--- src/hw/rtl/ssc_pkg.sv ---
// Shared types and constants for the spherize source-coordinate core.
// No dependencies; imported by every module of the block.
package ssc_pkg;

  // Geometry limits
  localparam logic [12:0] MAX_SIDE      = 13'd4096;
  localparam logic [13:0] RADIUS_FULL   = 14'd10000;
  localparam logic [24:0] RADIUS_SCALE2 = 25'd25000000;
  localparam logic signed [33:0] ONE_Q30 = 34'sh0_4000_0000;

  // Pipeline shape
  localparam int QUO_W        = 17;
  localparam int FRONT_STAGES = 5;
  localparam int MAP_STAGES   = 3;
  localparam int PIPE_LAT     = FRONT_STAGES + QUO_W + MAP_STAGES;

  // Configuration port
  localparam int CFG_IDX_W  = 3;
  localparam int CFG_DATA_W = 16;

  typedef enum logic [CFG_IDX_W-1:0] {
    CFG_IMAGE_WIDTH  = 3'd0,
    CFG_IMAGE_HEIGHT = 3'd1,
    CFG_BULGE_AMOUNT = 3'd2,
    CFG_RADIUS       = 3'd3
  } cfg_idx_t;

  // Register reset values
  localparam logic [12:0]        RST_IMAGE_WIDTH  = 13'd640;
  localparam logic [12:0]        RST_IMAGE_HEIGHT = 13'd480;
  localparam logic signed [15:0] RST_BULGE_AMOUNT = 16'sd8192;
  localparam logic [13:0]        RST_RADIUS       = 14'd5000;

  typedef struct packed {
    logic [11:0] dest_x;
    logic [11:0] dest_y;
  } in_item_t;

  typedef struct packed {
    logic [11:0] source_x;
    logic [11:0] source_y;
  } out_item_t;

  // One item on its way through the divider
  typedef struct packed {
    logic               vld;
    logic               in_rad;
    logic signed [13:0] ox;
    logic signed [13:0] oy;
    logic [51:0]        rem;
    logic [50:0]        den;
    logic [QUO_W-1:0]   quo;
  } div_t;

endpackage

--- src/hw/rtl/ssc_map.sv ---
// Back stages: scale factor, offset products, truncation and clamping.
// Depends on ssc_pkg.
module ssc_map
  import ssc_pkg::*;
(
  input  logic               clk,
  input  logic               rst_n,
  input  div_t               div_i,
  input  logic [12:0]        side_w,
  input  logic [12:0]        side_h,
  input  logic signed [15:0] amount,
  output logic               out_strobe,
  output out_item_t          out_item
);

  logic               m1_vld_r, m2_vld_r, m3_vld_r;
  logic signed [13:0] m1_ox_r, m1_oy_r;
  logic signed [33:0] m1_factor_r;
  logic signed [47:0] m2_px_r, m2_py_r;
  out_item_t          m3_item_r;

  logic signed [17:0] t_s;
  logic [33:0]        ta_full;
  logic signed [33:0] factor_nxt;
  logic [47:0]        px_full, py_full;
  out_item_t          item_nxt;

  // Centre plus scaled offset, truncated and clamped to the side
  function automatic logic [11:0] map_axis(input logic [12:0] side,
                                           input logic signed [47:0] p);
    logic signed [49:0] v;
    logic [17:0]        c;
    logic [12:0]        lim;
    v   = $signed({7'd0, side, 30'd0}) + $signed({{2{p[47]}}, p});
    c   = v[48:31];
    lim = side - 13'd1;
    if (v[49]) begin
      map_axis = 12'd0;
    end else if (c > {5'd0, lim}) begin
      map_axis = lim[11:0];
    end else begin
      map_axis = c[11:0];
    end
  endfunction

  // Factor in Q30: one plus (1 - d^2) times the amount inside the radius
  assign t_s        = $signed({1'b0, div_i.quo});
  assign ta_full    = {{16{t_s[17]}}, t_s} * {{18{amount[15]}}, amount};
  assign factor_nxt = div_i.in_rad ? (ONE_Q30 + $signed(ta_full)) : ONE_Q30;

  // Scaled offsets
  assign px_full = {{34{m1_ox_r[13]}}, m1_ox_r} * {{14{m1_factor_r[33]}}, m1_factor_r};
  assign py_full = {{34{m1_oy_r[13]}}, m1_oy_r} * {{14{m1_factor_r[33]}}, m1_factor_r};

  assign item_nxt.source_x = map_axis(side_w, m2_px_r);
  assign item_nxt.source_y = map_axis(side_h, m2_py_r);

  // Advance valid bits
  always_ff @(posedge clk) begin
    if (!rst_n) begin
      m1_vld_r <= 1'b0;
      m2_vld_r <= 1'b0;
      m3_vld_r <= 1'b0;
    end else begin
      m1_vld_r <= div_i.vld;
      m2_vld_r <= m1_vld_r;
      m3_vld_r <= m2_vld_r;
    end
  end

  // Advance payload
  always_ff @(posedge clk) begin
    m1_ox_r     <= div_i.ox;
    m1_oy_r     <= div_i.oy;
    m1_factor_r <= factor_nxt;
    m2_px_r     <= $signed(px_full);
    m2_py_r     <= $signed(py_full);
    m3_item_r   <= item_nxt;
  end

  assign out_strobe = m3_vld_r;
  assign out_item   = m3_item_r;

endmodule

--- config.mk ---
export PLATFORM = sky130hd
export DESIGN_NAME = ssc_map
export DESIGN_NICKNAME = d
export VERILOG_FILES = /design/src/hw/rtl/ssc_pkg.sv /design/src/hw/rtl/ssc_map.sv
export SDC_FILE = /design/constraint.sdc
export NUM_CORES = 2
export LEC_CHECK = 0
export ABC_AREA = 1
export BUFFER_PORTS_ARGS = -buffer_cell sky130_fd_sc_hd__buf_2
export CORE_AREA = 3 3 442 225
export DETAILED_ROUTE_END_ITERATION = 12
export DIE_AREA = 0 0 445 228
export PLACE_DENSITY = 0.72
export SYNTH_ARGS = -nofsm -noshare
export SYNTH_HDL_FRONTEND = slang
export SYNTH_SLANG_ARGS = --single-unit
--- constraint.sdc ---
create_clock -name clk -period 8.05 [get_ports clk]
set_input_delay 0 -clock clk [delete_from_list [all_inputs] [get_ports clk]]
set_output_delay 0 -clock clk [all_outputs]
set_load 0.02 [all_outputs]
### After elaboration in Yosys (flattened, before gate mapping)

Cells that the tools add are included.

* register bits: 185
* input bits: 194
* word-level logic and storage cells: 22

* add/subtract/negate cells: 5
* multiply operators: 3
* magnitude comparators: 2
* mux-type cells: 2

Operators with widths (number)
* $add 44x48->49: 2
* $mul 14x34->48: 2
* $gt 18x13->1: 2
* $add 32x34->34 const A: 1
* $mul 18x16->34: 1
* $sub 13x1->13 const B: 2
* $mux 12: 2

### Logic depth before layout (Yosys ltp)

* depth in word-level cells: 3
* gate-level depth with buffers: 29

### Worst setup path after synthesis

No wires, ideal clock.

* kind: register to register
* start point: register m1_factor_r[33]
* end point: register m2_px_r[43]
* setup time: 113 ps
* data arrival time: 5662 ps
* required time: 7937 ps
* setup slack: 2275 ps
* cell stages (with the launch flop): 24
* cells stage by stage: dfxtp_1 clkbuf_1 buf_1 nand2_1 fa_1 inv_1 fa_1 inv_1 fa_1 inv_1 fa_1 fa_1 inv_1 fa_1 inv_1 ha_1 nand2_1 nor2_1 inv_1 nor2_1 nand3_1 or2_2 nand4_1 nand2_1

* cells in the longest elaborated chain, start to end: 1

RTL lines
* start, declared: RTL line ssc_map.sv:18 `logic signed [33:0] m1_factor_r;`
* start signal, assigned: RTL line ssc_map.sv:75 `m1_factor_r <= factor_nxt;`
* $mul 14x34->48: RTL line ssc_map.sv:52 `assign px_full = {{34{m1_ox_r[13]}}, m1_ox_r} * {{14{m1_factor_r[33]}}, m1_factor_r};`
* via px_full[43]: RTL line ssc_map.sv:25 `logic [47:0] px_full, py_full;`
* end signal, assigned: RTL line ssc_map.sv:76 `m2_px_r <= $signed(px_full);`
* end, declared: RTL line ssc_map.sv:19 `logic signed [47:0] m2_px_r, m2_py_r;`

The timed path passes the listed nets, and every way through them passes these cells.
A chain may end at the register's enable or synchronous reset.

### Worst setup path after layout

* start point: register m1_oy_r[13]
* end point: register m2_py_r[46]

* cells in the longest elaborated chain, start to end: 1

RTL lines
* start, declared: RTL line ssc_map.sv:17 `logic signed [13:0] m1_ox_r, m1_oy_r;`
* start signal, assigned: RTL line ssc_map.sv:74 `m1_oy_r <= div_i.oy;`
* $mul 14x34->48: RTL line ssc_map.sv:53 `assign py_full = {{34{m1_oy_r[13]}}, m1_oy_r} * {{14{m1_factor_r[33]}}, m1_factor_r};`
* via py_full[46]: RTL line ssc_map.sv:25
* end signal, assigned: RTL line ssc_map.sv:77 `m2_py_r <= $signed(py_full);`
* end, declared: RTL line ssc_map.sv:19

The timed path passes the listed nets, and every way through them passes these cells.

==> metrics.yaml <==
status:
  status: "finished clean"
sta:
  fin_crit_ps: 6605
  fin_crit_sh: 0.8205
  fin_ws_ps: 1445
  worst_pin_slew_ps: 1227
  finalHoldViolations: 0
  fmax_mhz: 151.4
  hold_slack_ps: 86.96
  drv_slew: 0
  rsz0062_at_grt: "false"
  fin_skew_ps: 16.44
  setup_viol: 0
  finalSetupTns_ps: 0
  slew_headroom: 0.1810
placement:
  dpl_worst_slack_ps: 1489
  port_buffers: 115
  hpwl_um: 102200
  gp_congestion: 0.9548
logic_synthesis:
  synthAdderAreaFrac: 0.5300
  synth-compound-area-share: 0.04466
  synth-simple-area-share: 0.1830
  synth.area.mux_share: 0
  syn_nets: 8375
  ys_seq_elements: 125
  synth_top_family_by_area: "adder cells"
  seq_area_frac_synth: 0.05026
  synth.distinct_cells: 41
  synth_area_um2: 49790
  synth_xor_area_frac: 0.01724
  ys_warn_count: 0
  postSynthCellCount: 6719
  syn_area_per_cell_um2: 7.410
clocking:
  cts_root_buffer: "clkbuf_16"
  clk_latency_ps: 540
  cts_tree: "yes"
  clk_path_buf_depth: 2
  numCtsBuffers: 17
  cts.sink_count: 125
  cts_resized: 0
  clk_pin_slew_ps: 80
  cts_max_level: 4
global_route:
  grt_pass1_wl_um: 211600
  grt_max_degree: 35
  overflow: 0
  grt_pass1_vias: 42070
  antenna_found_initial: 0
  grt_use_total: 0.2583
route:
  wl_um: 125400
  dr.pass1.iters: 5
  wl_per_cell_um: 15.68
  drc: 0
  via_count: 40050
  drtIter0Drc: 2626
  drt-vias-per-instance: 5.011
  ant_nets: 0
floorplan:
  die-area_um2: 101500
  io_pins: 219
  chipHeight_um: 228
  core_um2: 95390
  initial_utilization: 0.5219
  rows: 80
  die_w_um: 445
critical_path:
  worstPathArrival_ps: 7020
  cp-start-kind: "flip-flop"
  worstSetupEndpointType: "flip-flop"
  path_class: "reg2reg"
  regToRegSetupSlack_ps: 1450
  cp.required_ps: 8460
  worstPathMaxFanout: 20
worst_hold_path:
  worstHoldPathType: "in2reg"
cells_and_area:
  utilization: 0.5521
  fillerInstances: 9031
  antennaDiodeCount: 0
  syn_to_final_growth_pct: 5.773
  nNetsFinal: 8366
  drive_gt1_frac: 0.04031
flow_run:
  cap_violations: 0
cell usage after synthesis (all sizes together):
cell type  count  area [um^2]
a211oi         1        7.510
a21boi        10        75.07
a21o          19        142.6
a21oi        196        992.2
a221oi         1        8.760
a31oi         13        81.33
and3           8        50.05
buf           54        229.0
clkbuf       219        822.0
dfxtp        125         2502
fa          1078        21580
ha           384         4805
inv         2040         7657
nand2       1735         6550
nand3        116        585.6
nand3b         9        67.56
nand4         16        100.1
nor2         372         1419
nor3          36        180.2
nor3b          1        7.510
nor4           8        50.05
o2111ai        2        17.52
o211ai         5        37.54
o21a           7        52.55
o21ai        128        640.6
o21bai        19        142.6
o221ai         2        17.52
o31ai          1        7.510
or2           16        100.1
xnor2         38        332.8
xor2          60        525.5
sequential cells by signal, indices dropped and copies added (netlist names):
register     cells
m2_px_r         18
m2_py_r         18
m1_oy_r         14
m1_vld_r         1
out_item        24
out_strobe       1
m1_ox_r         14
m1_factor_r     34
m2_vld_r         1
stage by stage:
stage | instance area (um^2) | cells
6_report | 52660 | 7994
4_1_cts | 52660 | 7994
3_5_place_dp | 51440 | 7899
5_1_grt | 52660 | 7994
2_1_floorplan | 49790 | 6719
3_3_place_gp | 51440 | 7899
routing by layer:
metal	share of wire	global-route usage
met5	0	0
met4	0.025	0.07598
met2	0.47	0.4327
met3	0.074	0.04172
met1	0.43	0.3468
path summary, 6_finish.rpt:
check / from / to / cells after the start
setup / recovery: m1_oy_r[13] / m2_py_r[46] / 18
hold / removal: div_i[132] / m1_oy_r[12] / 2
setup reg to reg: m1_oy_r[13] / m2_py_r[46] / 18
hold reg to reg: m2_vld_r / out_strobe / 2
cell families after synthesis:
kind of cell / Yosys count
AOI/OAI and AO/OA: 404
and+or+nand+nor: 2317
DFF: 125
buffers and inverters: 2313
adders and majority gates: 1462
xor gates and xnor gates: 98
final cells by class:
class | instances | area [um^2] | area share
tap | 1271 | 1590 | 0.03020
clock buffer | 20 | 466.7 | 0.008862
timing repair buffer | 245 | 1722 | 0.03269
inverter | 2040 | 7657 | 0.1454
sequential | 125 | 2520 | 0.04785
clock inverter | 12 | 128.9 | 0.002447
multi-input combinational | 4281 | 38580 | 0.7325
cells in the final DEF (no fill, tap or decap), types with 66 or more instances in the layout:
cell type,synthesis,final
nor2_1,365,365
a21oi_1,195,195
ha_1,384,384
buf_4,0,66
nand2_1,1722,1722
buf_2,3,115
o21ai_0,127,127
nand3_1,115,115
fa_1,1078,1078
dfxtp_1,125,111
inv_1,2035,2035
critical path, stage by stage, from the launching register on:
cell and delay (ps):
dfxtp_1 710, inv_1 700, buf_4 420, nor2_1 150
fa_1 450, fa_1 520, fa_1 440, fa_1 470
fa_1 490, inv_1 60, fa_1 500, inv_1 40
ha_1 360, a21oi_1 210, a21boi_0 260, o21ai_0 180
a31oi_1 190, nand3_1 130, xor2_1 160
timing repair:
action,CTS,global route
hold buffers,63,0
buffers inserted,0,0
hold endpoints to repair,85,0
Power is not shown: default switching activity piles up to over one toggle a cycle in this logic, so the estimate is an artifact.
