File: src/hw/rtl/ssc_pkg.sv
// Shared types and constants for the spherize source-coordinate core.
// No dependencies; imported by every module of the block.
package ssc_pkg;

  // Geometry limits
  localparam logic [12:0] MAX_SIDE      = 13'd4096;
  localparam logic [13:0] RADIUS_FULL   = 14'd10000;
  localparam logic [24:0] RADIUS_SCALE2 = 25'd25000000;
  localparam logic signed [33:0] ONE_Q30 = 34'sh0_4000_0000;

  // Pipeline shape
  localparam int QUO_W        = 17;
  localparam int FRONT_STAGES = 5;
  localparam int MAP_STAGES   = 3;
  localparam int PIPE_LAT     = FRONT_STAGES + QUO_W + MAP_STAGES;

  // Configuration port
  localparam int CFG_IDX_W  = 3;
  localparam int CFG_DATA_W = 16;

  typedef enum logic [CFG_IDX_W-1:0] {
    CFG_IMAGE_WIDTH  = 3'd0,
    CFG_IMAGE_HEIGHT = 3'd1,
    CFG_BULGE_AMOUNT = 3'd2,
    CFG_RADIUS       = 3'd3
  } cfg_idx_t;

  // Register reset values
  localparam logic [12:0]        RST_IMAGE_WIDTH  = 13'd640;
  localparam logic [12:0]        RST_IMAGE_HEIGHT = 13'd480;
  localparam logic signed [15:0] RST_BULGE_AMOUNT = 16'sd8192;
  localparam logic [13:0]        RST_RADIUS       = 14'd5000;

  typedef struct packed {
    logic [11:0] dest_x;
    logic [11:0] dest_y;
  } in_item_t;

  typedef struct packed {
    logic [11:0] source_x;
    logic [11:0] source_y;
  } out_item_t;

  // One item on its way through the divider
  typedef struct packed {
    logic               vld;
    logic               in_rad;
    logic signed [13:0] ox;
    logic signed [13:0] oy;
    logic [51:0]        rem;
    logic [50:0]        den;
    logic [QUO_W-1:0]   quo;
  } div_t;

endpackage

File: src/hw/rtl/ssc_front.sv
// Front stages: half-pixel offsets, squared distance, squared radius and
// the inside test. Depends on ssc_pkg.
module ssc_front
  import ssc_pkg::*;
(
  input  logic        clk,
  input  logic        rst_n,
  input  logic        in_vld,
  input  in_item_t    in_item,
  input  logic [12:0] side_w,
  input  logic [12:0] side_h,
  input  logic [12:0] side_m,
  input  logic [13:0] radius,
  output div_t        div_o
);

  logic               s1_vld_r, s2_vld_r, s3_vld_r, s4_vld_r, s5_vld_r;
  logic signed [13:0] s1_ox_r, s1_oy_r, s2_ox_r, s2_oy_r;
  logic signed [13:0] s3_ox_r, s3_oy_r, s4_ox_r, s4_oy_r;
  logic signed [13:0] s5_ox_r, s5_oy_r;
  logic [25:0]        s1_rm_r;
  logic [25:0]        s2_sqx_r, s2_sqy_r;
  logic [50:0]        s2_q_r, s3_q_r, s4_q_r;
  logic [26:0]        s3_dsum_r;
  logic [51:0]        s4_dd_r;
  logic               s5_inside_r;
  logic [51:0]        s5_rem_r;
  logic [50:0]        s5_den_r;

  logic signed [13:0] ox_nxt, oy_nxt;
  logic [26:0]        rm_full;
  logic signed [27:0] sqx_full, sqy_full;
  logic [51:0]        q_full;
  logic [26:0]        dsum_nxt;
  logic [51:0]        dd_full;
  logic               inside_nxt;
  logic [50:0]        num_nxt;

  // Offsets from the centre in half pixels, radius in scaled units
  assign ox_nxt  = $signed({1'b0, in_item.dest_x, 1'b0}) - $signed({1'b0, side_w});
  assign oy_nxt  = $signed({1'b0, in_item.dest_y, 1'b0}) - $signed({1'b0, side_h});
  assign rm_full = {13'd0, radius} * {14'd0, side_m};

  // Squares
  assign sqx_full = s1_ox_r * s1_ox_r;
  assign sqy_full = s1_oy_r * s1_oy_r;
  assign q_full   = {26'd0, s1_rm_r} * {26'd0, s1_rm_r};

  // Distance sum, then scale to the radius units
  assign dsum_nxt = {1'b0, s2_sqx_r} + {1'b0, s2_sqy_r};
  assign dd_full  = {25'd0, s3_dsum_r} * {27'd0, RADIUS_SCALE2};

  // Inside test and division numerator
  assign inside_nxt = s4_dd_r < {1'b0, s4_q_r};
  assign num_nxt    = s4_q_r - s4_dd_r[50:0];

  // Advance valid bits
  always_ff @(posedge clk) begin
    if (!rst_n) begin
      s1_vld_r <= 1'b0;
      s2_vld_r <= 1'b0;
      s3_vld_r <= 1'b0;
      s4_vld_r <= 1'b0;
      s5_vld_r <= 1'b0;
    end else begin
      s1_vld_r <= in_vld;
      s2_vld_r <= s1_vld_r;
      s3_vld_r <= s2_vld_r;
      s4_vld_r <= s3_vld_r;
      s5_vld_r <= s4_vld_r;
    end
  end

  // Advance payload
  always_ff @(posedge clk) begin
    s1_ox_r     <= ox_nxt;
    s1_oy_r     <= oy_nxt;
    s1_rm_r     <= rm_full[25:0];
    s2_ox_r     <= s1_ox_r;
    s2_oy_r     <= s1_oy_r;
    s2_sqx_r    <= sqx_full[25:0];
    s2_sqy_r    <= sqy_full[25:0];
    s2_q_r      <= q_full[50:0];
    s3_ox_r     <= s2_ox_r;
    s3_oy_r     <= s2_oy_r;
    s3_dsum_r   <= dsum_nxt;
    s3_q_r      <= s2_q_r;
    s4_ox_r     <= s3_ox_r;
    s4_oy_r     <= s3_oy_r;
    s4_dd_r     <= dd_full;
    s4_q_r      <= s3_q_r;
    s5_ox_r     <= s4_ox_r;
    s5_oy_r     <= s4_oy_r;
    s5_inside_r <= inside_nxt;
    s5_rem_r    <= inside_nxt ? {1'b0, num_nxt} : 52'd0;
    s5_den_r    <= s4_q_r;
  end

  assign div_o.vld    = s5_vld_r;
  assign div_o.in_rad = s5_inside_r;
  assign div_o.ox     = s5_ox_r;
  assign div_o.oy     = s5_oy_r;
  assign div_o.rem    = s5_rem_r;
  assign div_o.den    = s5_den_r;
  assign div_o.quo    = '0;

endmodule

File: config.mk
export PLATFORM = sky130hd
export DESIGN_NAME = ssc_front
export DESIGN_NICKNAME = d
export VERILOG_FILES = /design/src/hw/rtl/ssc_pkg.sv /design/src/hw/rtl/ssc_front.sv
export SDC_FILE = /design/constraint.sdc
export NUM_CORES = 2
export LEC_CHECK = 0
export BUFFER_PORTS_ARGS = -buffer_cell sky130_fd_sc_hd__buf_4
export CORE_MARGIN = 3
export CORE_UTILIZATION = 50
export DETAILED_ROUTE_END_ITERATION = 10
export PLACE_DENSITY_LB_ADDON = 0.1
export SLEW_MARGIN = 30
export SYNTH_ARGS = -nofsm -noshare
export SYNTH_HDL_FRONTEND = slang
export SYNTH_SLANG_ARGS = --single-unit
File: constraint.sdc
create_clock -name clk -period 9.6 [get_ports clk]
set_clock_uncertainty 0.2 [all_clocks]
set_input_delay 1.44 -clock clk [delete_from_list [all_inputs] [get_ports clk]]
set_output_delay 1.44 -clock clk [all_outputs]
set_load 0.01 [all_outputs]
Word level (Yosys, flattened, before mapping)
Index checks and enable logic that the tools add are counted.
{"block": "classes", "order_cmp": 1, "add_sub_neg": 4, "multipliers": 5}
{"operator": "52-bit by 51-bit less-than comparator with 1-bit output", "count": 1}
{"operator": "14-bit by 14-bit multiplier with 26-bit output", "count": 2}
{"operator": "26-bit by 26-bit multiplier with 51-bit output", "count": 1}
{"operator": "51-bit subtractor", "count": 1}
{"operator": "27-bit by 19-bit multiplier with 46-bit output, second input constant", "count": 1}
{"operator": "13-bit by 13-bit subtractor with 14-bit output", "count": 2}
{"operator": "26-bit by 26-bit adder with 27-bit output", "count": 1}
{"operator": "14-bit by 13-bit multiplier with 26-bit output", "count": 1}
{"block": "totals", "input_bits": 80, "register_bits": 553}

Logic depth before layout (Yosys ltp)
{"block": "depth", "depth_word": 1, "depth_mapped": 29, "ltp_nobuf": 27}

Worst setup path before layout
OpenSTA, ideal clock, no wires.
{"block": "synth_timing", "kind": "flip-flop to flip-flop", "start": "reg s1_rm_r[3]", "end": "reg s2_q_r[40]", "synth_period_minus_slack_ns": 7.259, "stages_incl_launch_ff": 25, "n_path_buf": 3, "arrival_ns": 7.001, "slack_ns": 2.341, "path_cell_list": "dfxtp_1 -> clkbuf_1 -> clkbuf_1 -> nand2_1 -> fa_1 -> inv_1 -> fa_1 -> fa_1 -> fa_1 -> fa_1 -> fa_1 -> inv_1 -> fa_1 -> inv_1 -> ha_1 -> and3_1 -> nand2_1 -> or2_0 -> or4_1 -> o211ai_1 -> and3_1 -> buf_2 -> a21oi_2 -> nor4bb_1 -> a211o_1"}
{"block": "synth_via", "elab_chain_len": 1}
{"item": "start, declared", "line_no": "ssc_front.sv:21", "source": "logic [25:0] s1_rm_r;"}
{"item": "start signal, assigned", "line_no": "ssc_front.sv:78", "source": "s1_rm_r <= rm_full[25:0];"}
{"item": "26-bit by 26-bit multiplier with 51-bit output", "line_no": "ssc_front.sv:47", "source": "assign q_full = {26'd0, s1_rm_r} * {26'd0, s1_rm_r};"}
{"item": "named net q_full[40]", "line_no": "ssc_front.sv:33", "source": "logic [51:0] q_full;"}
{"item": "end signal, assigned", "line_no": "ssc_front.sv:83", "source": "s2_q_r <= q_full[50:0];"}
{"item": "end, declared", "line_no": "ssc_front.sv:23", "source": "logic [50:0] s2_q_r, s3_q_r, s4_q_r;"}
The timed path passes the listed nets, and every way through them passes these cells.
A chain may end at the register's enable or synchronous reset.

Worst setup path after layout
{"block": "layout_timing", "start": "reg s1_rm_r[12]", "end": "reg s2_q_r[40]"}
Same word-level chain as after synthesis.

==> results.md <==
- Setup TNS Final: 0 ns
- CP startpoint kind: flop
- Final setup vio count: 0
- Area grow syn2layout: 8.676%
- Vias after detailed routing: 41680
- First-pass GRT wire length: 240900 um
- WP data arrival: 8.62 ns
- Synth top area share: 0.3846
- Gpl congestion: 0.9081
- Buf/Inv on CP: 5
- CP max stage cell: dfxtp_1
- # nets final: 8609
- Clock-pin slew of the registers on the worst-case setup and hold paths: 0.06 ns
- Initial antenna violation count: 2
- Clock latency on the worst-skew pair: 0.69 ns
- Worst path top cell family by delay: adder cells
- Biggest cell delay along the critical path: 1.00 ns
- CP Depth: 22
- EDFF count, synth: 0
- Die H: 362.5 um
- Leading area contributor after synthesis: fa_1
- Deepest clock path buffer count: 3
- Hold endpoint: s3_q_r[46]
- Fillers: 11500
- Post-synth cell types: 78
- HPWL Detailed: 122500 um
- ANT nets after route: 0
- Maxcap violations: 0
- Fraction of layout cells with a size suffix above 1: 0.05603
- Drt first-iter violations: 1977
- Initial core utilization: 0.5048
- Crit Path Max Fanout: 18
- Period utilization: 0.8567
- Async SR Flop Fraction: 0
- Number of CTS-inserted buffers: 61
- Cells taking the most area after synthesis: fa_1 38%, dfxtp_1 17%, ha_1 14%
- Commonest cells post-synth: 1688 x inv_1, 1221 x fa_1, 697 x ha_1, 543 x dfxtp_1, 427 x nand2_1
- Core box area: 125900 sq um
- Input/output buffers: 209
- R2r setup slk: 1.38 ns
- Most used DFF post-synth: dfxtp_1
- Root buffer cell: clkbuf_16
- Sequential fraction of the synthesis area: 0.1710
- Detailed Routing Iterations Pass 1: 7
- Vias in the first global route: 45580
- Tmin final: 8.224 ns
- N_diodes: 0
- Post_cts resized: 0
- Worst R2R Path Depth: 22
- Largest net degree at the start of global routing: 47
- Hold path cells: 0
- Top-count cell post-synth: inv_1
- CP endpoint kind: flop
- Remaining DRCs: 0
- Reg area: 10880 sq um
- Synth warn: 0
- Total Wirelength: 145800 um
- Die Wd: 362.5 um
- Critical R2R Launch: s1_rm_r[12]
- Critical Path RT: 10.00 ns
- Num rows: 130
- Syn Std Cell Area: 63550 sq um
- Worst Tran Pin Value: 1.044 ns
- Hold Startpoint: s2_q_r[46]
- Via-to-Cell Ratio: 5.018
- Reg2Reg Capture Point: s2_q_r[40]
- Synthesized instance count: 6448
- RSZ-0062 raised after global routing: false
- Relative slew slack: 0.3028
- WL/cell: 17.55 um
- Hold Vio Cnt, Final: 0
- Hold WC Path Type: reg -> reg
- Grt ovf: 0
- Post-CTS Setup Bufs: 0
- Hold buffers post-CTS: 0
- CP Cell Sequence: inv_1 -> nor2_1 -> fa_1 -> inv_1 -> fa_1 -> fa_1 -> inv_1 -> fa_1 -> fa_1 -> fa_1 -> inv_1 -> fa_1 -> inv_1 -> ha_1 -> nand4_1 -> or2_0 -> or4_1 -> o211ai_1 -> and3_1 -> a21oi_2 -> nor4bb_1 -> a211o_1
- CTS tree: yes
- Most used cell, CP: fa_1
- Footprint of the multi-input gates: 45740 sq um
- DIE AREA: 131400 sq um
- H-tree levels: 2
- GRT Overall Usage: 0.2323
- Setup Crit Path Kind: reg -> reg
- Avg Synthesized Cell Area: 9.856 sq um
- Max-slew violations: 0
- Sink Count: 543
- Status: completed
- Fmax: 0.1216 GHz
- Seq cells post-synth: 543
- Ports: 230
layout by cell type, fill, tap and decap left out, drive strengths merged, types with 78 or more instances in the layout:
cell,synthesis,routed
dfxtp,543,543
a21oi,185,185
fa,1221,1221
xor2,78,78
inv,1689,1698
nand2,427,427
xnor2,174,174
nor2,227,227
and2,345,345
a21o,117,117
o21ai,112,112
ha,697,697
buf,30,235
worst max-delay path by stage:
stage                 from         end  slack [ns]
2_1_floorplan   s1_rm_r[3]  s2_q_r[40]        2.34
3_3_place_gp    s1_rm_r[5]  s2_q_r[40]        1.40
3_5_place_dp   s1_rm_r[12]  s2_q_r[40]        1.51
4_1_cts        s1_rm_r[12]  s2_q_r[40]        1.47
5_1_grt         s1_rm_r[6]  s2_q_r[40]        1.10
6_report       s1_rm_r[12]  s2_q_r[40]        1.38
cell families (layout without fill, tap and decap cells):
group	after synthesis	count (layout)	share of synthesized area
fa+ha+maj	1918	1918	0.5218
buf+inv	1846	2034	0.1105
simple gates	1246	1246	0.09582
compound gates	635	635	0.06479
flops	543	543	0.1710
xor+xnor	252	252	0.03473
mux	7	7	0.001221
other cells	1	22	0.00005901
metrics by stage:
| stage | setup slack, ns | util | area, sq um | std cells | hold WS [ns] |
|---|---|---|---|---|---|
| floorplan | 2.341 | - | 63630 | 6469 | 0.1096 |
| global placement | 1.397 | 0.5304 | 66780 | 8197 | 0.1099 |
| detailed placement | 1.511 | 0.5304 | 66780 | 8197 | 0.1121 |
| CTS | 1.475 | 0.5484 | 69040 | 8306 | 0.09424 |
| global route | 1.097 | 0.5486 | 69070 | 8307 | 0.1011 |
| finish | 1.376 | 0.5486 | 69070 | 8307 | 0.09693 |
registers in the layout, summed over array words and instances (netlist names), 25 cells and up:
name       count
s2_q_r        50
s3_q_r        50
s4_q_r        50
s5_den_r      50
s5_rem_r      50
s4_dd_r       46
s3_dsum_r     27
s1_rm_r       26
s2_sqx_r      25
s2_sqy_r      25
final cells by class:
class	instances	area share
Clock buffer	74	0.02368
Clock inverter	35	0.009004
Inverter	1690	0.09185
Multi-Input combinational cell	4080	0.6623
Sequential cell	543	0.1575
Tap cell	1650	0.02989
Timing Repair Buffer	235	0.02583
per-layer routing:
| metal | vias to the layer above | GRT usage | wire length, um |
|---|---|---|---|
| li1 | 19650 | - | - |
| met1 | 21090 | 0.3152 | 64850 |
| met2 | 782 | 0.3974 | 71050 |
| met3 | 168 | 0.02494 | 5821 |
| met4 | 0 | 0.06264 | 4097 |
| met5 | - | 0 | 0 |
Power is not shown: default switching activity piles up to over one toggle a cycle in this logic, so the estimate is an artifact.
