===== src/hw/rtl/ssc_pkg.sv =====
// Shared types and constants for the spherize source-coordinate core.
// No dependencies; imported by every module of the block.
package ssc_pkg;

  // Geometry limits
  localparam logic [12:0] MAX_SIDE      = 13'd4096;
  localparam logic [13:0] RADIUS_FULL   = 14'd10000;
  localparam logic [24:0] RADIUS_SCALE2 = 25'd25000000;
  localparam logic signed [33:0] ONE_Q30 = 34'sh0_4000_0000;

  // Pipeline shape
  localparam int QUO_W        = 17;
  localparam int FRONT_STAGES = 5;
  localparam int MAP_STAGES   = 3;
  localparam int PIPE_LAT     = FRONT_STAGES + QUO_W + MAP_STAGES;

  // Configuration port
  localparam int CFG_IDX_W  = 3;
  localparam int CFG_DATA_W = 16;

  typedef enum logic [CFG_IDX_W-1:0] {
    CFG_IMAGE_WIDTH  = 3'd0,
    CFG_IMAGE_HEIGHT = 3'd1,
    CFG_BULGE_AMOUNT = 3'd2,
    CFG_RADIUS       = 3'd3
  } cfg_idx_t;

  // Register reset values
  localparam logic [12:0]        RST_IMAGE_WIDTH  = 13'd640;
  localparam logic [12:0]        RST_IMAGE_HEIGHT = 13'd480;
  localparam logic signed [15:0] RST_BULGE_AMOUNT = 16'sd8192;
  localparam logic [13:0]        RST_RADIUS       = 14'd5000;

  typedef struct packed {
    logic [11:0] dest_x;
    logic [11:0] dest_y;
  } in_item_t;

  typedef struct packed {
    logic [11:0] source_x;
    logic [11:0] source_y;
  } out_item_t;

  // One item on its way through the divider
  typedef struct packed {
    logic               vld;
    logic               in_rad;
    logic signed [13:0] ox;
    logic signed [13:0] oy;
    logic [51:0]        rem;
    logic [50:0]        den;
    logic [QUO_W-1:0]   quo;
  } div_t;

endpackage


===== src/hw/rtl/ssc_div_step.sv =====
// One restoring-division stage: compare, subtract, shift in a quotient bit.
// Depends on ssc_pkg.
module ssc_div_step
  import ssc_pkg::*;
(
  input  logic clk,
  input  logic rst_n,
  input  div_t div_i,
  output div_t div_o
);

  logic        ge;
  logic [51:0] diff;
  logic [51:0] kept;
  div_t        step_nxt;
  logic        vld_r;
  div_t        pay_r;

  // Take the divisor out when it fits, then double the remainder
  assign ge   = div_i.rem >= {1'b0, div_i.den};
  assign diff = div_i.rem - {1'b0, div_i.den};
  assign kept = ge ? diff : div_i.rem;

  always_comb begin
    step_nxt     = div_i;
    step_nxt.rem = {kept[50:0], 1'b0};
    step_nxt.quo = {div_i.quo[QUO_W-2:0], ge};
  end

  always_ff @(posedge clk) begin
    if (!rst_n) begin
      vld_r <= 1'b0;
    end else begin
      vld_r <= div_i.vld;
    end
  end

  always_ff @(posedge clk) begin
    pay_r <= step_nxt;
  end

  always_comb begin
    div_o     = pay_r;
    div_o.vld = vld_r;
  end

endmodule


===== config.mk =====
export PLATFORM = sky130hd
export DESIGN_NAME = ssc_div_step
export DESIGN_NICKNAME = d
export VERILOG_FILES = /design/src/hw/rtl/ssc_pkg.sv /design/src/hw/rtl/ssc_div_step.sv
export SDC_FILE = /design/constraint.sdc
export NUM_CORES = 1
export LEC_CHECK = 0
export ABC_AREA = 1
export BUFFER_PORTS_ARGS = -buffer_cell sky130_fd_sc_hd__buf_2
export CORE_MARGIN = 2
export CORE_UTILIZATION = 45
export CTS_CLUSTER_SIZE = 8
export DETAILED_ROUTE_END_ITERATION = 10
export PLACE_DENSITY = 0.73
export SLEW_MARGIN = 20
export SYNTH_ARGS = -nofsm -noshare
export SYNTH_HDL_FRONTEND = slang
export SYNTH_SLANG_ARGS = --single-unit

===== constraint.sdc =====
create_clock -name clk -period 2.9 [get_ports clk]
set_input_delay 0.58 -clock clk [delete_from_list [all_inputs] [get_ports clk]]
set_output_delay 0.58 -clock clk [all_outputs]
set_load 0.03 [all_outputs]

# After elaboration in Yosys (flattened, before gate mapping)
# Cells that the tools add are included.
[classes]
muxes = 1
add_sub_neg = 1
order_cmp = 1
[op_table]
columns = ["cell", "n"]
rows = [
  ["greater-or-equal comparator 52 x 51 -> 1 bit", 1],
  ["2-to-1 mux 51 bit", 1],
  ["subtractor 51 bit", 1],
]
[word_totals]
in_bits = 152
ff_bits = 149
word_cells = 10
out_inout_bits = 150

# Depth between registers and ports, before layout
# Gate-level depths: netlist (run 1).
[logic_depth]
ltp_word = 2
ltp_mapped = 16
ltp_nobuf = 16

# Least setup slack after synthesis (run 1)
# Ideal clock, no wire load.
[synth_path]
path_kind = "input-to-reg"
from = "in div_i[68] (netlist bit)"
to = "reg pay_r, in the netlist div_o[72]"
n_path_buf = 1
path_slack_ps = 607
setup_time_ps = 116
t_arrival_ps = 2177
stages = 11
t_required_ps = 2784
path_cell_list = "inv_1 -> ha_1 -> fa_1 -> nor2_1 -> or2_1 -> nand3_1 -> nand3b_1 -> nand2_2 -> nand3_4 -> buf_4 -> o21ai_1"
[synth_via]
elab_chain_len = 2
word_cells_on_any_way = 3
cone_classes = "1 x add/sub; 1 x order compare; 1 x mux"
[synth_rtl]
columns = ["element", "line", "rtl"]
rows = [
  ["start, declared", "ssc_div_step.sv:8", "input div_t div_i,"],
  ["subtractor 51 bit or greater-or-equal comparator 52 x 51 -> 1 bit (tied branches)", "ssc_div_step.sv:21, ssc_div_step.sv:20", ""],
  ["2-to-1 mux 51 bit (*)", "ssc_div_step.sv:22", "assign kept = ge ? diff : div_i.rem;"],
  ["named net kept[3]", "ssc_div_step.sv:14", "logic [51:0] kept;"],
  ["end signal, assigned", "ssc_div_step.sv:39", "pay_r <= step_nxt;"],
  ["end, declared", "ssc_div_step.sv:17", "div_t pay_r;"],
]
# The timed path passes the listed nets; every way through them passes the cells marked *.
# A chain may end at the register's enable or synchronous reset.

# Worst setup path in the final report (run 1)
[layout_path]
from = "in div_i[45] (netlist bit)"
to = "reg pay_r, in the netlist div_o[115]"
# Same word-level chain as after synthesis.

==> PnR_summary.wiki, run 1 <==
{| class="wikitable"
! Metric !! Value
|-
| YS warnings || 0
|-
| Horizontal die dimension || around 140 um
|-
| Number of sinks handled by clock tree synthesis || around 150
|-
| Signed area change from the synthesized netlist to the final layout || 28.81%
|-
| Post-synthesis sequential element count || roughly 150
|-
| Final worst path period need || about 2.3 ns
|-
| Area of the core region || 18580 um^2
|-
| Antenna cell count || 0
|-
| Run status || finished clean
|-
| Count of hold-fix buffers inserted at cts || 0
|-
| Number of levels the H-tree was split into || 4
|-
| Final RePlAce weighted congestion || 0.9278
|-
| Commonest register cell after synthesis || sky130_fd_sc_hd__dfxtp_1
|-
| Met3 capacity usage during global routing || slightly above 5%
|-
| Total number of placement rows || 50
|-
| Worst VDD drop || 0.4162 mV
|-
| Final layout net count || roughly 1800
|-
| Hold_sp || div_i[2]
|-
| Total global routing overflow || 0
|-
| Sequential group share of total power || 35.8%
|-
| LEAKAGE || approximately 6.6 nW
|-
| Achievable clock frequency || 434.6 MHz
|-
| FFs w/ async S/R, synth || 0%
|-
| Placement Setup Slack || roughly 0.18 ns
|-
| Sequential share of the synthesized area || roughly a third
|-
| Synthesized cell area || ~8500 um^2
|-
| Violation count after the first detailed-routing iteration || between 500 and 600
|-
| Number of antenna violations at the first check in global routing || 0
|-
| Critical path fanouts, max || 18
|-
| Internal power consumption || between 4 and 5 mW
|-
| Largest buffer count on any clock path || 2
|-
| Maximum number of pins on one net before global-route repair || 39
|-
| Comb pwr share || slightly below 30%
|-
| Sw Share || approximately 37%
|-
| Layout cells sized above 1 || 22.61%
|-
| Vias after detailed routing || 8759
|-
| Finish-stage setup viols || 0
|-
| Path type of the worst min-delay path || in2reg
|-
| Average size of a mapped cell || 6.411 um^2
|-
| Worst min-delay path endpoint || div_o[3]
|-
| Count of cells along the worst hold path || 1
|-
| RSZ-0062 raised after global routing || false
|-
| Area enclosed by the die boundary || approximately 20000 um^2
|-
| Residual antenna-violating net count after detailed routing || 0
|-
| Die height || 141.2 um
|-
| Minimum setup slack in the final design || ~0.60 ns
|-
| Number of fill cells in the layout || roughly 1900
|-
| Final hold violation count || 0
|-
| Type of the setup path with the least slack || in2reg
|-
| Synth cell types || 32
|-
| Via count of the first global-routing pass || roughly 8100
|-
| Postcts setup bufs || 0
|-
| Top Usage Layer GRT || met2
|-
| Kind of end point of the critical path || register
|-
| Clock transition time at the flip-flop clock pins of the worst setup and hold paths || about 0.070 ns
|-
| Hold WS || 0.2440 ns
|-
| Global router's overall resource usage || between 20% and 30%
|-
| First-pass GRT wire length || approximately 41000 um
|-
| Via count normalized by instance count || about 4.6
|-
| Max-cap violations || 0
|-
| Synthesized netlist cell count || 1321
|-
| Post-detailed-route DRC marker count || 0
|-
| Share of total power in the clock network || approximately a third
|-
| Data arrival time of the critical path || 2.67 ns
|-
| Data required time at the worst endpoint || approximately 3.3 ns
|-
| Number of buffers added on ports || 299
|-
| Crit path launch type || input port
|-
| Met1 Resource Use GR || around a third
|-
| Number of flops mapped to enable cells by yosys || 0
|-
| Syn_nets || between 1500 and 2000
|-
| Commonest non-fill, non-tap cell in the layout || sky130_fd_sc_hd__nand2_1
|-
| Detailed placement HPWL || approximately 22000 um
|-
| Starting density of the core || a little under half
|-
| Pins over their slew limit || 0
|-
| Routed WL per cell || around 14 um
|-
| Share of the clock period used by the worst path after layout || 79.35%
|-
| I/O pin count || 302
|-
| Total power per unit cell area || a little under 600 nW/um^2
|-
| Met2 track demand over resource || roughly 44%
|-
| Final Routed Wirelength || between 20000 and 30000 um
|-
| Number of gates resized after CTS || 0
|-
| Switching power || between 2 and 2.5 mW
|-
| Number of detailed-route iterations in the first pass || 7
|-
| Highest-count cells in the layout ignoring fill and taps || sky130_fd_sc_hd__nand2_1, sky130_fd_sc_hd__inv_1, sky130_fd_sc_hd__buf_2, sky130_fd_sc_hd__dfxtp_1, sky130_fd_sc_hd__nor2_1
|-
| Post-Route Setup TNS || 0 ns
|-
| CTS root buf || sky130_fd_sc_hd__clkbuf_16
|-
| TritonCTS clock tree || done
|-
| Number of buffers inserted during clock tree synthesis || 17
|}
synth_stat cells, types with 3 or more instances:
cell type	n	area [um^2]
sky130_fd_sc_hd__o21bai_1	8	60.06
sky130_fd_sc_hd__o21ai_1	28	140.1
sky130_fd_sc_hd__dfxtp_1	149	2983
sky130_fd_sc_hd__nor3_1	8	40.04
sky130_fd_sc_hd__buf_4	4	30.03
sky130_fd_sc_hd__xor2_1	27	236.5
sky130_fd_sc_hd__a21oi_1	29	145.1
sky130_fd_sc_hd__inv_2	9	33.78
sky130_fd_sc_hd__clkbuf_1	5	18.77
sky130_fd_sc_hd__ha_1	51	638.1
sky130_fd_sc_hd__nor3_2	4	40.04
sky130_fd_sc_hd__nand3b_1	17	127.6
sky130_fd_sc_hd__nand3_1	54	270.3
sky130_fd_sc_hd__nor2_2	7	43.79
sky130_fd_sc_hd__o21ai_0	3	15.01
sky130_fd_sc_hd__nor2_1	83	311.6
sky130_fd_sc_hd__nand4_1	32	200.2
sky130_fd_sc_hd__buf_6	6	67.56
sky130_fd_sc_hd__inv_1	305	1145
sky130_fd_sc_hd__nand2_1	480	1802
how the worst max path moves through the flow:
stage | startpoint | end | slack [ns] | cells after the start
floorplan | div_i[68] | div_o[72] | 0.61 | 11
global placement | div_i[107] | div_o[111] | 0.19 | 11
detailed placement | div_i[45] | div_o[111] | 0.18 | 14
CTS | div_i[56] | div_o[111] | 0.61 | 12
global route | div_i[45] | div_o[111] | 0.41 | 14
finish | div_i[45] | div_o[115] | 0.60 | 14
flip-flops by register name, indices dropped and copies added, names as in the netlist:
| name | flops |
|---|---|
| vld_r | 1 |
| div_o | 148 |
final cells by class:
cell class	count	area, um^2	area share (%)
inverter	314	1179	10.80
multi-input combinational	842	4188	38.39
clock inverter	15	185.2	1.697
sequential	149	2983	27.34
clock buffer	17	425.4	3.900
timing repair buffer	317	1657	15.19
tap	234	292.8	2.684
kinds of logic (layout without fill, tap and decap cells):
group	after synthesis	after routing	synth area share, %
and+or+nand+nor	691	691	34.20
adders and majority gates	52	52	7.771
xor gates and xnor gates	28	28	2.896
AOI/OAI and AO/OA	70	70	4.535
other	1	1	0.04428
buffers and inverters	330	663	15.33
DFF	149	149	35.22
power by group through the flow:
stage	clock (mW)	sequential (mW)	combinational, mW
finish	2.23	2.31	1.91
global route	2.35	2.33	2.10
CTS	2.27	2.31	1.91
detailed placement	0	2.36	1.90
global placement	0	2.36	1.89
floorplan	0	2.81	0.836
critical path: stages:
cell and delay [ns]:
sky130_fd_sc_hd__buf_2 0.08, sky130_fd_sc_hd__inv_1 0.04, sky130_fd_sc_hd__ha_1 0.33, sky130_fd_sc_hd__nand2_1 0.09, sky130_fd_sc_hd__nor2_1 0.24, sky130_fd_sc_hd__inv_2 0.07, sky130_fd_sc_hd__nor3_2 0.20, sky130_fd_sc_hd__nand2_1 0.14
sky130_fd_sc_hd__nor3_2 0.14, sky130_fd_sc_hd__nand2_2 0.10, sky130_fd_sc_hd__nand3_4 0.13, sky130_fd_sc_hd__buf_4 0.28, sky130_fd_sc_hd__nand3_1 0.16, sky130_fd_sc_hd__nand2_1 0.08
metal layers:
layer | vias to the layer above | wire length (um)
li1 | 4595 | -
met1 | 3861 | 12260
met2 | 279 | 12300
met3 | 24 | 1647
met4 | 0 | 493
met5 | - | 0
through the flow:
stage	instance area, um^2	utilization (%)	cells	power [mW]
2_1_floorplan	8469	-	1321	3.647
3_3_place_gp	10300	55.43	1856	4.243
3_5_place_dp	10300	55.43	1856	4.260
4_1_cts	10910	58.71	1888	6.502
5_1_grt	10910	58.71	1888	6.772
6_report	10910	58.71	1888	6.452
Note: power is estimated with default switching activity, not from simulation.
==> run 2, diff against run 1 <==
==> constraint.sdc (replaced) <==
create_clock -name clk -period 2.12 [get_ports clk]
set_input_delay 0.424 -clock clk [delete_from_list [all_inputs] [get_ports clk]]
set_output_delay 0.424 -clock clk [all_outputs]
set_load 0.03 [all_outputs]
==> run 2 against run 1 <==
Compared with the run above:
- clock-buffer cell count stayed put
- critical path depth is 1 lower
- die area stayed put
- sequential share of layout area down 3.9 points
- hold slack got worse by 0.16 ns
- setup slack lost 0.56 ns
- highest routed layer unchanged
==> PnR_summary.wiki, run 2 (synthesis gave the netlist of run 1 again) <==
{| class="wikitable"
! Metric !! Value
|-
| Detailed placement HPWL || 23650 um (+6.3%)
|-
| Residual antenna-violating net count after detailed routing || 0 (unchanged)
|-
| Horizontal die dimension || 141.2 um (unchanged)
|-
| Routed WL per cell || 14.54 um (+2.8%)
|-
| Final hold violation count || 0 (unchanged)
|-
| Signed area change from the synthesized netlist to the final layout || 50.08%
|-
| Pins over their slew limit || 0 (unchanged)
|-
| Data arrival time of the critical path || 2.41 ns (-0.26 ns)
|-
| Number of buffers inserted during clock tree synthesis || 17 (unchanged)
|-
| Highest-count cells in the layout ignoring fill and taps || sky130_fd_sc_hd__nand2_1, sky130_fd_sc_hd__inv_1, sky130_fd_sc_hd__buf_2, sky130_fd_sc_hd__buf_4, sky130_fd_sc_hd__dfxtp_1
|-
| Post-detailed-route DRC marker count || 0 (unchanged)
|-
| Highest routed layer || met4
|-
| Number of detailed-route iterations in the first pass || 5 (-2)
|-
| Crit path launch type || input port
|-
| Final instance count without filler cells || 2074 (+9.9%)
|-
| Largest buffer count on any clock path || 2 (unchanged)
|-
| Wire length on met2 || 14710 um (+20%)
|-
| Total global routing overflow || 0 (unchanged)
|-
| Detail Route met3 WL || 2100 um (+28%)
|-
| Register cell area after layout || 2983 um^2 (unchanged)
|-
| Layout cells sized above 1 || 32.93% (+10 points)
|-
| Achievable clock frequency || between 400 and 500 MHz
|-
| Placed Instances || 2029 (+9.3%)
|-
| Worst VDD drop || 0.5564 mV (+34%)
|-
| Path type of the worst min-delay path || in2reg
|-
| Cell with the largest stage delay on the worst path || sky130_fd_sc_hd__or2_1
|-
| TritonCTS clock tree || done
|-
| Share of the clock period used by the worst path after layout || 98.03%
|-
| Vias after detailed routing || 9630 (+9.9%)
|-
| Kind of end point of the critical path || register
|-
| Number of antenna violations at the first check in global routing || 0 (unchanged)
|-
| Number of fill cells in the layout || 1621 (-15%)
|-
| Commonest non-fill, non-tap cell in the layout || sky130_fd_sc_hd__nand2_1
|-
| I/O pin count || 302 (unchanged)
|-
| Final layout net count || 2031 (+10%)
|-
| Maximum number of pins on one net before global-route repair || 41 (+5.1%)
|-
| Max-cap violations || 0 (unchanged)
|-
| Starting density of the core || 45.58% (unchanged)
|-
| Total power per unit cell area || 745.2 nW/um^2 (+26%)
|-
| Critical path origin || div_i[68]
|-
| Number of levels the H-tree was split into || 4 (unchanged)
|-
| Count of hold-fix buffers inserted at cts || 0 (unchanged)
|-
| Via count normalized by instance count || 4.643 (about the same)
|-
| Critical path cell sequence || buf_2 > inv_1 > ha_2 > fa_2 > nor2_2 > or2_1 > nand3_1 > nand3b_1 > nand2_2 > nand3_4 > clkbuf_16 > nand3_1 > nand2_1
|-
| Via count of the first global-routing pass || 8968 (+10%)
|-
| Flip-flop count of the largest register, all copies and words added || 148 (unchanged)
|-
| Hold_sp || div_i[4]
|-
| Critical path fanouts, max || 8 (-10)
|-
| Die height || 141.2 um (unchanged)
|-
| Type of the setup path with the least slack || in2reg
|-
| Critical path buffers and inverters || 3 (-1)
|-
| Cell family with the largest share of critical-path delay || simple AND/OR/NAND/NOR gates
|-
| Final Routed Wirelength || 30160 um (+13%)
|-
| Clock transition time at the flip-flop clock pins of the worst setup and hold paths || 0.07 ns (about the same)
|-
| Violation count after the first detailed-routing iteration || 532 (+4.7%)
|-
| Area of the core region || 18580 um^2 (unchanged)
|-
| Data required time at the worst endpoint || 2.45 ns (-0.82 ns)
|-
| LEAKAGE || 7.552 nW (+15%)
|-
| Number of sinks handled by clock tree synthesis || 149 (unchanged)
|-
| Total number of placement rows || 50 (unchanged)
|-
| Finish-stage setup viols || 0 (unchanged)
|-
| Routed length on met1 || 12880 um (+5.1%)
|-
| Run status || finished clean
|-
| Global router's overall resource usage || 28.10% (+2.0 points)
|-
| Area enclosed by the die boundary || 19930 um^2 (unchanged)
|-
| Antenna cell count || 0 (unchanged)
|-
| Area of the multi-input gates || 4524 um^2 (+8.0%)
|-
| CTS root buf || sky130_fd_sc_hd__clkbuf_16
|-
| Number of buffers added on ports || 299 (unchanged)
|-
| Delay of the slowest cell on the worst path || 0.26 ns (-0.07 ns)
|-
| Post-Route Setup TNS || 0 ns (unchanged)
|-
| Final worst path period need || roughly 2.1 ns
|-
| Final RePlAce weighted congestion || 0.9108 (-1.8%)
|-
| First-pass GRT wire length || 43880 um (+8.0%)
|-
| Cell type with the highest occurrence count on the critical path || sky130_fd_sc_hd__nand3_1
|}
==> run 2: metrics by stage <==
step / instance area [um^2] / utilization, % / total power [mW] / hold WS, ns / setup WS (ns)
after floorplan: 8469 / - / 4.989 / 0.4517 / -0.01230
after global placement: 11600 / 62.42 / 6.204 / 0.5262 / -0.3088
after detailed placement: 11600 / 62.42 / 6.240 / 0.5276 / -0.3526
after CTS: 12200 / 65.68 / 9.334 / 0.07213 / 0.07247
after global routing: 12710 / 68.41 / 9.938 / 0.06750 / -0.01859
final: 12710 / 68.41 / 9.472 / 0.08152 / 0.04169
==> run 2: what timing repair did <==
| item | in CTS | in global routing |
|---|---|---|
| gates resized for setup | 0 | 54 |
| setup endpoints to repair | 0 | 50 |
| buffers inserted | 0 | 6 |
==> run 2: per-layer routing <==
metal	GRT usage (%)	up-vias
li1	-	4978
met4	7.263	0
met2	49.46	352
met1	35.40	4264
met3	5.163	36
met5	0	-
==> run 2: path summary, 6_finish.rpt <==
kind                    endpoint  slack [ns]  depth (start not counted)
worst min-delay path    div_o[5]        0.08                          1
worst max-delay path  div_o[102]        0.04                         13
==> run 2: cell type report <==
cell class              instances  area share [%]
flip-flops and latches        149           23.47
inverters                     314           9.273
clock inverters                15           1.417
multi-input cells             843           35.59
repair buffers                502           24.60
well taps                     234           2.303
clock buffers                  17           3.347
==> run 2: power by group <==
group / switching [mW] / internal, mW
clock: 1.48 / 1.60
combinational: 1.97 / 1.25
sequential: 0.0767 / 3.10
